--- src/hw/rtl/cau_pkg.sv ---
// ----------------------------------------------------------------------------
// cau_pkg: shared types, codes and helpers for the complex arithmetic unit
// Opcodes, divider cell lane step and 32-bit saturation.
// ----------------------------------------------------------------------------
package cau_pkg;

    localparam logic [1:0] OP_ADD = 2'd0;
    localparam logic [1:0] OP_SUB = 2'd1;
    localparam logic [1:0] OP_MUL = 2'd2;
    localparam logic [1:0] OP_DIV = 2'd3;

    // quotient bits produced by the divider chain, one per cell
    localparam int QBITS = 33;

    typedef struct packed {
        logic [1:0]  op;
        logic        dz;
        logic        pov_re;
        logic        pov_im;
        logic        neg_re;
        logic        neg_im;
        logic [31:0] res_re;
        logic [31:0] res_im;
        logic        ov;
    } t_meta;

    typedef struct packed {
        logic [63:0]      rem;
        logic [QBITS-1:0] low;
        logic [QBITS-1:0] quo;
    } t_lane;

    typedef struct packed {
        logic [31:0] val;
        logic        ov;
    } t_sat;

    typedef struct packed {
        logic [31:0] re;
        logic [31:0] im;
        logic        ov;
        logic        dz;
    } t_result;

    // one restoring division step: shift in the next dividend bit
    function automatic t_lane div_step(input t_lane l, input logic [63:0] den);
        t_lane       n;
        logic [64:0] rs;
        logic        ge;
        rs    = {l.rem, l.low[QBITS-1]};
        ge    = rs >= {1'b0, den};
        n.rem = ge ? 64'(rs - {1'b0, den}) : rs[63:0];
        n.low = {l.low[QBITS-2:0], 1'b0};
        n.quo = {l.quo[QBITS-2:0], ge};
        return n;
    endfunction

    function automatic t_sat sat66(input logic signed [65:0] v);
        t_sat s;
        if (v > 66'sd2147483647) begin
            s.val = 32'h7FFF_FFFF;
            s.ov  = 1'b1;
        end else if (v < -66'sd2147483648) begin
            s.val = 32'h8000_0000;
            s.ov  = 1'b1;
        end else begin
            s.val = v[31:0];
            s.ov  = 1'b0;
        end
        return s;
    endfunction

    // quotient magnitude to signed Q16.16; pov marks a quotient beyond QBITS
    function automatic t_sat qsat(input logic neg, input logic pov,
                                  input logic [QBITS-1:0] q);
        t_sat s;
        if (!neg) begin
            if (pov || q > 33'h0_7FFF_FFFF) begin
                s.val = 32'h7FFF_FFFF;
                s.ov  = 1'b1;
            end else begin
                s.val = q[31:0];
                s.ov  = 1'b0;
            end
        end else begin
            if (pov || q > 33'h0_8000_0000) begin
                s.val = 32'h8000_0000;
                s.ov  = 1'b1;
            end else begin
                s.val = 32'(~q[31:0] + 32'd1);
                s.ov  = 1'b0;
            end
        end
        return s;
    endfunction

endpackage

--- src/hw/rtl/cau_div_cell.sv ---
// ----------------------------------------------------------------------------
// cau_div_cell: one cell of the divider chain
// Produces one quotient bit for each lane and hands the transaction onward.
// ----------------------------------------------------------------------------
module cau_div_cell (
    input  logic           i_clk,
    input  logic           i_rst_n,
    input  logic           i_en,
    input  logic           i_valid,
    input  cau_pkg::t_meta i_meta,
    input  logic [63:0]    i_den,
    input  cau_pkg::t_lane i_re,
    input  cau_pkg::t_lane i_im,
    output logic           o_valid,
    output cau_pkg::t_meta o_meta,
    output logic [63:0]    o_den,
    output cau_pkg::t_lane o_re,
    output cau_pkg::t_lane o_im
);
    import cau_pkg::*;

    always_ff @(posedge i_clk) begin
        if (!i_rst_n) begin
            o_valid <= 1'b0;
        end else if (i_en) begin
            o_valid <= i_valid;
        end
    end

    always_ff @(posedge i_clk) begin
        if (i_en) begin
            o_meta <= i_meta;
            o_den  <= i_den;
            o_re   <= div_step(i_re, i_den);
            o_im   <= div_step(i_im, i_den);
        end
    end

endmodule

--- config.mk ---
export PLATFORM = sky130hd
export DESIGN_NAME = cau_div_cell
export DESIGN_NICKNAME = d
export VERILOG_FILES = /design/src/hw/rtl/cau_pkg.sv /design/src/hw/rtl/cau_div_cell.sv
export SDC_FILE = /design/constraint.sdc
export NUM_CORES = 1
export LEC_CHECK = 0
export BUFFER_PORTS_ARGS = -buffer_cell sky130_fd_sc_hd__buf_2
export CAP_MARGIN = 20
export CORE_AREA = 5 5 310 312
export DETAILED_ROUTE_END_ITERATION = 16
export DIE_AREA = 0 0 315 317
export PLACE_DENSITY = 0.44
export SYNTH_ARGS = -nofsm -noshare
export SYNTH_HDL_FRONTEND = slang
export SYNTH_SLANG_ARGS = --single-unit
--- constraint.sdc ---
create_clock -name i_clk -period 9.4 [get_ports i_clk]
set_input_delay 0.47 -clock i_clk [delete_from_list [all_inputs] [get_ports i_clk]]
set_output_delay 0.47 -clock i_clk [all_outputs]
set_load 0.01 [all_outputs]
Word level (Yosys, flattened, before mapping)

Cells that the tools add are included.

$add $sub $neg: 2
Multiplexer cells: 2
$lt $le $gt $ge: 2

Operators with widths:

| cell                           | count |
|---|---|
| >= comparator 65 x 64 -> 1 bit | 2 |
| 2-to-1 mux 64 bit              | 2 |
| subtractor 64 bit              | 2 |

Flip-flop bits (word level): 395

Longest topological paths before layout

Gate-level depths: netlist of run 1.

Depth after elaboration: 2
Depth in mapped cells: 16
Depth with buffers taken out: 13

Least setup slack after synthesis of run 1

Ideal clock, no wire load.

Path kind: input -> register
Start point: input i_den[14]
End point: register o_im[100] in the netlist's numbering (data pin)
Cell stages on the path: 16
Arrival: 3.325 ns
Path slack: 5.815 ns
Required time: 9.140 ns
Path through: inv_1 > ha_1 > buf_6 > a21oi_2 > o21ai_1 > a31o_1 > or3_1 > buf_6 > a21oi_4 > o41ai_4 > a211oi_4 > o21ai_2 > a31o_1 > buf_6 > buf_12 > mux2_4

Longest elaborated chain between the ends: 2
Elaborated cells between the ends (all ways): 3
Classes of those cells: add/sub (1); order compare (1); mux (1)

Ends and longest elaborated chain:

| item                                                                | RTL line                     | source |
|---|---|---|
| start: declaration                                                  | cau_div_cell.sv:11           | `input logic [63:0] i_den,` |
| subtractor 64 bit or >= comparator 65 x 64 -> 1 bit (tied branches) | cau_pkg.sv:52, cau_pkg.sv:51 |  |
| 2-to-1 mux 64 bit *                                                 | cau_pkg.sv:52                | `n.rem = ge ? 64'(rs - {1'b0, den}) : rs[63:0];` |
| end signal: assignment                                              | cau_div_cell.sv:35           | `o_im <= div_step(i_im, i_den);` |
| end: declaration                                                    | cau_div_cell.sv:18           | `output cau_pkg::t_lane o_im` |

Every way passes the cells marked *; elsewhere a longest branch is shown, timed or not.
A chain may end at the register's enable or synchronous reset.

Worst setup path after layout of run 1

Start point: input i_den[18]
End point: register o_im[91] in the netlist's numbering (data pin)

The elaborated chain is that of the path after synthesis.

==> metrics.md, run 1 <==
| Metric | Value |
|---|---|
| H-tree levels | `2` |
| Crit. Startpoint | `i_den[18]` |
| Synth warnings | `0` |
| CTS Buf Count | `50` |
| Die height | `~320 um` |
| Worst Reg-to-Reg Cells | `2` |
| Seq/Total Area, Yosys | `0.545` |
| Placement Setup Slack | `between 3 and 4 ns` |
| Vias | `about 19k` |
| Hold Buf Count CTS | `around 200` |
| Clk_lat worst skew | `0.60 ns` |
| CTS tree | `done` |
| Synth top area share | `0.544` |
| Die area | `between 0.09 and 0.1 mm^2` |
| Post-CTS setup buffer count | `0` |
| Slew @ Worst Pin | `between 1 and 1.5 ns` |
| RePlAce Congestion | `around 0.87` |
| Via/cell ratio | `approximately 4.6` |
| Cell count after synthesis | `1858` |
| Worst Skew | `0 ns` |
| Tot GR Track Use | `0.182` |
| RSZ-0062 raised after global routing | `no` |
| Tmin final | `roughly 5.6 ns` |
| Yosys cell types | `82` |
| CTS max path bufs | `3` |
| Final layout net count | `3367` |
| Initial antenna violation count | `36` |
| Critical Path AT | `~6 ns` |
| Initial DRT Pass Iterations | `5` |
| Top delay family on crit path | `compound AO/OA/AOI/OAI gates` |
| Antenna viol nets, final | `0` |
| Pint | `~4000 uW` |
| Synth top area cells | `edfxtp_1 (54%), ha_1 (7.4%), mux2_4 (3.9%), a21oi_1 (3.8%), o21ai_0 (3.3%)` |
| Drt wl/cell | `roughly 23 um` |
| Slowest CP cell | `buf_4` |
| EDFF count, synth | `between 300 and 400` |
| # clock sinks | `roughly 400` |
| Sw Pwr | `~1600 uW` |
| # DRC | `0` |
| Hold crit path type | `in -> reg` |
| Max Slew Vio Count | `0` |
| R2R Setup Slk | `around 8.8 ns` |
| Die width | `between 300 and 400 um` |
| Mapped Avg Cell Area | `about 12 um^2` |
| CP Max Fanout | `42` |
| Sequential Power Share | `0.395` |
| Initial DRC Count | `approximately 1.1k` |
| Final instance area | `~0.031 mm^2` |
| Fmax | `around 0.18 GHz` |
| WP data required | `between 9 and 10 ns` |
| Startpoint Class | `primary input` |
| Fin Hold WS | `0.0531 ns` |
| Switching Share | `0.290` |
| Reg-to-Reg Start | `o_valid$_SDFFE_PN0P_` |
| Initial Utilization | `0.234` |
| Core Region | `approximately 0.093 mm^2` |
| First-pass GRT wire length | `134000 um` |
| Yosys top cell by area | `edfxtp_1` |
| Peak supply drop | `0.123 mV` |
| Logic pwr share | `0.241` |
| Post-synthesis register bit count | `approximately 400` |
| Clk slew on worst S/H paths | `approximately 0.05 ns` |
| Final setup TNS | `0 ns` |
| Placed cell areas | `0.0269 mm^2` |
| Leak | `approximately 0.013 uW` |
| Worst reg2reg endpoint | `o_valid$_SDFFE_PN0P_` |
| Share of cells above drive strength 1 | `0.335` |
| Area Growth Syn to Fin | `41.2%` |
| Ys async rst share | `0` |
| Pwr dens | `about 180 mW/mm^2` |
| Worst Hold Launch | `i_im[61]` |
| Port Buffers | `792` |
| Critical-path cell list | `dlygate4sd3_1 -> buf_2 -> inv_1 -> ha_1 -> and3_1 -> nand4_1 -> a2111oi_0 -> or3_1 -> a21oi_4 -> o41ai_4 -> a211oi_4 -> o21ai_2 -> a31o_4 -> buf_4 -> mux2_4` |
| CTS-repair resized insts | `0` |
| Main synth FF type | `edfxtp_1` |
| Clock Power Share | `0.364` |
| Final setup violation count | `0` |
| Number of max-cap violations | `0` |
| Critical Path Sink Type | `flop` |
| Final Hold Viols | `0` |
| Ports | `approximately 800` |
| Hold Crit Depth | `1` |
| Setup ws final | `around 3.8 ns` |
| CP Class | `in -> reg` |
| Outcome | `completed` |
| Synthesized area | `approximately 0.022 mm^2` |
| Root Buffer | `clkbuf_16` |
| Slew HR | `0.219` |
| Vias in the first global route | `between 15k and 20k` |
| Drt total wl | `just under 100000 um` |
| Buf/Inv on CP | `4` |
| Pin count of the biggest net entering global routing | `151` |
| Fin crit share | `0.591` |
| Crit path largest cell delay | `0.73 ns` |
| Num rows | `112` |
| Grt ovf | `0` |
| Hold Path Sink | `o_im[62]$_DFFE_PP_` |
| Detailed-placement wirelength estimate | `just under 80000 um` |
cells in the final DEF (no fill, tap or decap), types with 7 or more instances in the layout:
cell | Yosys | final
o21a_1 | 14 | 14
o21ai_1 | 7 | 8
and2_1 | 10 | 10
nand2_1 | 179 | 179
nand3_1 | 21 | 21
a21o_1 | 54 | 54
and3_1 | 9 | 9
o21ai_0 | 145 | 144
nor4_1 | 7 | 7
mux2_4 | 57 | 57
edfxtp_1 | 394 | 394
buf_2 | 20 | 791
bufinv_16 | 0 | 10
a211o_1 | 7 | 7
o21bai_1 | 37 | 37
inv_1 | 115 | 115
o211ai_1 | 9 | 9
xnor2_1 | 74 | 74
or3_1 | 8 | 8
nor3_1 | 18 | 18
diode_2 | 0 | 9
clkbuf_16 | 0 | 51
nor2_1 | 75 | 75
dlygate4sd3_1 | 0 | 201
clkinv_1 | 0 | 10
o31a_1 | 8 | 8
a31oi_1 | 13 | 13
xor2_1 | 46 | 46
buf_4 | 2 | 10
a211oi_1 | 9 | 9
nand4_1 | 45 | 45
a21oi_1 | 165 | 164
ha_1 | 128 | 128
nor2b_1 | 16 | 16
nand2b_1 | 11 | 11
mux2_2 | 8 | 8
how the worst max path moves through the flow:
stage / endpoint / slack, ns / cells after the start
5_1_grt: o_im[91]$_DFFE_PP_ / 3.70 / 15
6_report: o_im[91]$_DFFE_PP_ / 3.85 / 15
3_3_place_gp: o_im[88]$_DFFE_PP_ / 3.97 / 14
2_1_floorplan: o_im[100]$_DFFE_PP_ / 5.81 / 16
4_1_cts: o_im[91]$_DFFE_PP_ / 3.93 / 15
3_5_place_dp: o_im[91]$_DFFE_PP_ / 3.83 / 14
routing by layer:
| layer | wire length (um) | GRT usage | up-vias |
|---|---|---|---|
| met2 | 49900 | 0.336 | 716 |
| met4 | 2730 | 0.0531 | 32 |
| met3 | 7870 | 0.0505 | 134 |
| met5 | 194 | 0 | - |
| li1 | - | - | 8919 |
| met1 | 36300 | 0.205 | 9220 |
cells by family after synthesis:
kind of cell | count (synthesis) | synth area share
simple gates | 421 | 0.0919
buf+inv | 193 | 0.0407
compound gates | 530 | 0.153
mux | 68 | 0.0449
fa+ha+maj | 130 | 0.0755
flops | 395 | 0.545
other cells | 1 | 0.000173
xor+xnor | 120 | 0.0484
flip-flops by register name (all words and copies together), names as in the netlist:
signal / count
o_meta: 72
o_den: 64
o_im: 129
o_valid: 1
o_re: 129
synth_stat cells (9+ instances only):
cell type  number
a211oi_1        9
a21o_1         54
a21oi_1       165
a31oi_1        13
and2_1         10
and3_1          9
buf_2          20
clkbuf_1       45
edfxtp_1      394
ha_1          128
inv_1         115
mux2_4         57
nand2_1       179
nand2b_1       11
nand3_1        21
nand4_1        45
nor2_1         75
nor2b_1        16
nor3_1         18
o211ai_1        9
o21a_1         14
o21ai_0       145
o21bai_1       37
xnor2_1        74
xor2_1         46
power by group through the flow:
stage / Combinational [uW] / Sequential (uW) / Clock [uW]
6_report: 1360 / 2230 / 2050
5_1_grt: 1470 / 2240 / 2190
3_5_place_dp: 1300 / 2260 / 0
3_3_place_gp: 1300 / 2260 / 0
4_1_cts: 1380 / 2230 / 2120
2_1_floorplan: 616 / 2360 / 0
metrics by stage:
step / total power (uW) / utilization / instances
floorplan: 2970 / - / 1859
global placement: 3560 / 0.290 / 3838
detailed placement: 3560 / 0.290 / 3838
CTS: 5730 / 0.331 / 4125
global route: 5910 / 0.331 / 4127
finish: 5630 / 0.331 / 4134
layout make-up:
| cell class | count | area, um^2 |
|---|---|---|
| tap | 1254 | 1570 |
| timing repair buffer | 1004 | 6080 |
| fill | 9545 | 62100 |
| inverter | 115 | 432 |
| sequential | 395 | 11900 |
| clock inverter | 31 | 429 |
| multi-input combinational | 1271 | 9020 |
| antenna | 9 | 22.5 |
| clock buffer | 55 | 1290 |
Power figures use the tool's default switching activity.
==> run 2: changes to the inputs <==
--- a/config.mk
+++ b/config.mk
@@ -7,10 +7,10 @@
 export LEC_CHECK = 0
 export BUFFER_PORTS_ARGS = -buffer_cell sky130_fd_sc_hd__buf_2
 export CAP_MARGIN = 20
-export CORE_AREA = 5 5 310 312
+export CORE_AREA = 5 5 307 309
 export DETAILED_ROUTE_END_ITERATION = 16
-export DIE_AREA = 0 0 315 317
-export PLACE_DENSITY = 0.44
+export DIE_AREA = 0 0 312 314
+export PLACE_DENSITY = 0.46
 export SYNTH_ARGS = -nofsm -noshare
 export SYNTH_HDL_FRONTEND = slang
 export SYNTH_SLANG_ARGS = --single-unit
==> constraint.sdc (replaced) <==
create_clock -name i_clk -period 4.5 [get_ports i_clk]
set_input_delay 0.225 -clock i_clk [delete_from_list [all_inputs] [get_ports i_clk]]
set_output_delay 0.225 -clock i_clk [all_outputs]
set_load 0.01 [all_outputs]
==> metrics.md, run 2 (synthesis results as in run 1) <==
| Metric | Value |
|---|---|
| Outcome | `completed` |
| Critical Path Sink Type | `flop` |
| Initial Utilization | `0.239 (+0.00427)` |
| Tmin final | `4.24 ns` |
| Root Buffer | `clkbuf_16` |
| CTS-repair resized insts | `0 (unchanged)` |
| Pin count of the biggest net entering global routing | `95 (-37%)` |
| Drt wl/cell | `23.1 um (-1.5%)` |
| Final setup TNS | `0 ns (unchanged)` |
| Share of cells above drive strength 1 | `0.323 (-0.0127)` |
| Hold crit path type | `in -> reg` |
| Core Region | `0.0911 mm^2 (-1.8%)` |
| Post-CTS setup buffer count | `0 (unchanged)` |
| Critical Path AT | `4.62 ns (-1.28 ns)` |
| # DRC | `0 (unchanged)` |
| Number of max-cap violations | `0 (unchanged)` |
| First-pass GRT wire length | `139000 um (+4.3%)` |
| WP data required | `4.88 ns (-4.86 ns)` |
| Reg-to-Reg Start | `o_valid$_SDFFE_PN0P_` |
| Final instance area | `0.0327 mm^2 (+6.5%)` |
| Drt total wl | `99000 um (+2.1%)` |
| Worst Hold Launch | `i_re[67]` |
| CTS tree | `done` |
| Pwr dens | `360 mW/mm^2 (+96%)` |
| Finished Layout Cells | `4284 (+3.6%)` |
| Initial DRC Count | `1297 (+20%)` |
| Crit. Startpoint | `i_den[21]` |
| Max Slew Vio Count | `0 (unchanged)` |
| Via/cell ratio | `4.56 (-0.95%)` |
| Die width | `312 um (-0.95%)` |
| Slew @ Worst Pin | `1.01 ns (-0.167 ns)` |
| Fin crit share | `0.942` |
| Fmax | `0.236 GHz` |
| CP Max Fanout | `9 (-79%)` |
| Final Hold Viols | `0 (unchanged)` |
| CTS max path bufs | `3 (unchanged)` |
| Port Buffers | `792 (unchanged)` |
| H-tree levels | `2 (unchanged)` |
| Commonest non-fill, non-tap cells in the layout | `buf_2 (791), edfxtp_1 (394), dlygate4sd3_1 (388), nand2_1 (179), a21oi_1 (164)` |
| Die height | `314 um (-0.95%)` |
| Area Growth Syn to Fin | `50.4%` |
| Clk slew on worst S/H paths | `0.06 ns (about the same)` |
| Placed cell areas | `0.0272 mm^2 (+0.88%)` |
| Peak supply drop | `0.248 mV (+100%)` |
| Worst Reg-to-Reg Cells | `3 (+1)` |
| Final layout net count | `3586 (+6.5%)` |
| R2R Setup Slk | `3.31 ns (-5.48 ns)` |
| Leak | `0.0141 uW (+6.9%)` |
| Commonest non-fill, non-tap cell in the layout | `buf_2` |
| Startpoint Class | `primary input` |
| Grt ovf | `0 (unchanged)` |
| CP Class | `in -> reg` |
| Clk_lat worst skew | `0.62 ns (+0.02 ns)` |
| # clock sinks | `395 (unchanged)` |
| Biggest regs | `o_im (129), o_re (129), o_meta (72)` |
| Slew HR | `0.324 (+0.105)` |
| CTS Buf Count | `49 (-2.0%)` |
| Detailed-placement wirelength estimate | `80400 um (+1.2%)` |
| Antenna viol nets, final | `0 (unchanged)` |
| Initial antenna violation count | `20 (-44%)` |
| Num rows | `111 (-0.89%)` |
| Vias in the first global route | `19.9k (+3.1%)` |
| Dpl cells | `3803 (-0.91%)` |
| RSZ-0062 raised after global routing | `no` |
| Initial DRT Pass Iterations | `5 (unchanged)` |
| Vias | `19.5k (+2.6%)` |
| Hold Crit Depth | `3 (+2)` |
| RePlAce Congestion | `0.847 (-3.0%)` |
| Worst Skew | `0 ns (unchanged)` |
| Die area | `0.0980 mm^2 (-1.9%)` |
| Tot GR Track Use | `0.192 (+0.00951)` |
| Ports | `797 (unchanged)` |
| Final setup violation count | `0 (unchanged)` |
[run 2: changes by cell type in the layout (fill, tap and decap cells not counted), moves of 2 or more]
| cell | delta |
|---|---|
| diode_2 | -3 |
| buf_4 | +27 |
| clkinvlp_4 | +4 |
| buf_12 | +6 |
| inv_6 | +2 |
| bufinv_16 | -5 |
| dlygate4sd3_1 | +187 |
[run 2: cell type report]
class	instances	area [um^2]
Fill cell	9228	58400
Sequential cell	395	11900
Multi-Input combinational cell	1271	9020
Timing Repair Buffer	1224	8280
Tap cell	1186	1480
Clock buffer	54	1270
Inverter	115	432
Clock inverter	33	343
Antenna cell	6	15.0
[run 2: through the flow]
step	total power (uW)	utilization	hold slack [ns]	setup slack [ns]
2_1_floorplan	6210	-	0.324	1.16
4_1_cts	12000	0.359	0.00465	0.249
3_3_place_gp	7500	0.298	0.401	0.168
5_1_grt	12300	0.359	0.00845	0.113
3_5_place_dp	7500	0.298	0.403	0.135
6_report	11800	0.359	0.0155	0.261
[run 2: power breakdown]
| part | switching [uW] | internal [uW] | total [uW] |
|---|---|---|---|
| logic | 1730 | 1330 | 3060 |
| clock network | 1730 | 2330 | 4060 |
| registers | 98.2 | 4530 | 4630 |
[run 2: per-layer routing]
layer / part of all wire / track usage / up-vias
met5: 0.0016 / 0 / -
met4: 0.033 / 0.0583 / 26
met3: 0.063 / 0.0514 / 126
met2: 0.52 / 0.355 / 601
met1: 0.38 / 0.216 / 9409
li1: - / - / 9362
[run 2: path summary, 6_finish.rpt]
kind	to
hold / removal	o_re[68]$_DFFE_PP_
hold reg to reg	o_valid$_SDFFE_PN0P_
setup / recovery	o_im[120]$_DFFE_PP_
setup reg to reg	o_valid$_SDFFE_PN0P_
[run 2: worst max-delay path: stages]
cell and delay, ns:
dlygate4sd3_1 0.53, buf_2 0.11, inv_1 0.06, ha_1 0.44, a21oi_1 0.34, o21ai_0 0.23
a21oi_1 0.21, o22ai_1 0.25, nor4_1 0.91, o31ai_2 0.22, buf_4 0.20, a31oi_1 0.26
o221ai_1 0.19, xor2_1 0.17, mux2_4 0.26
[run 2: what timing repair did]
item / 4_1_cts / 5_1_grt
endpoints found under the setup margin: 0 / 0
hold buffers: 388 / 0
hold endpoints to repair: 387 / 0
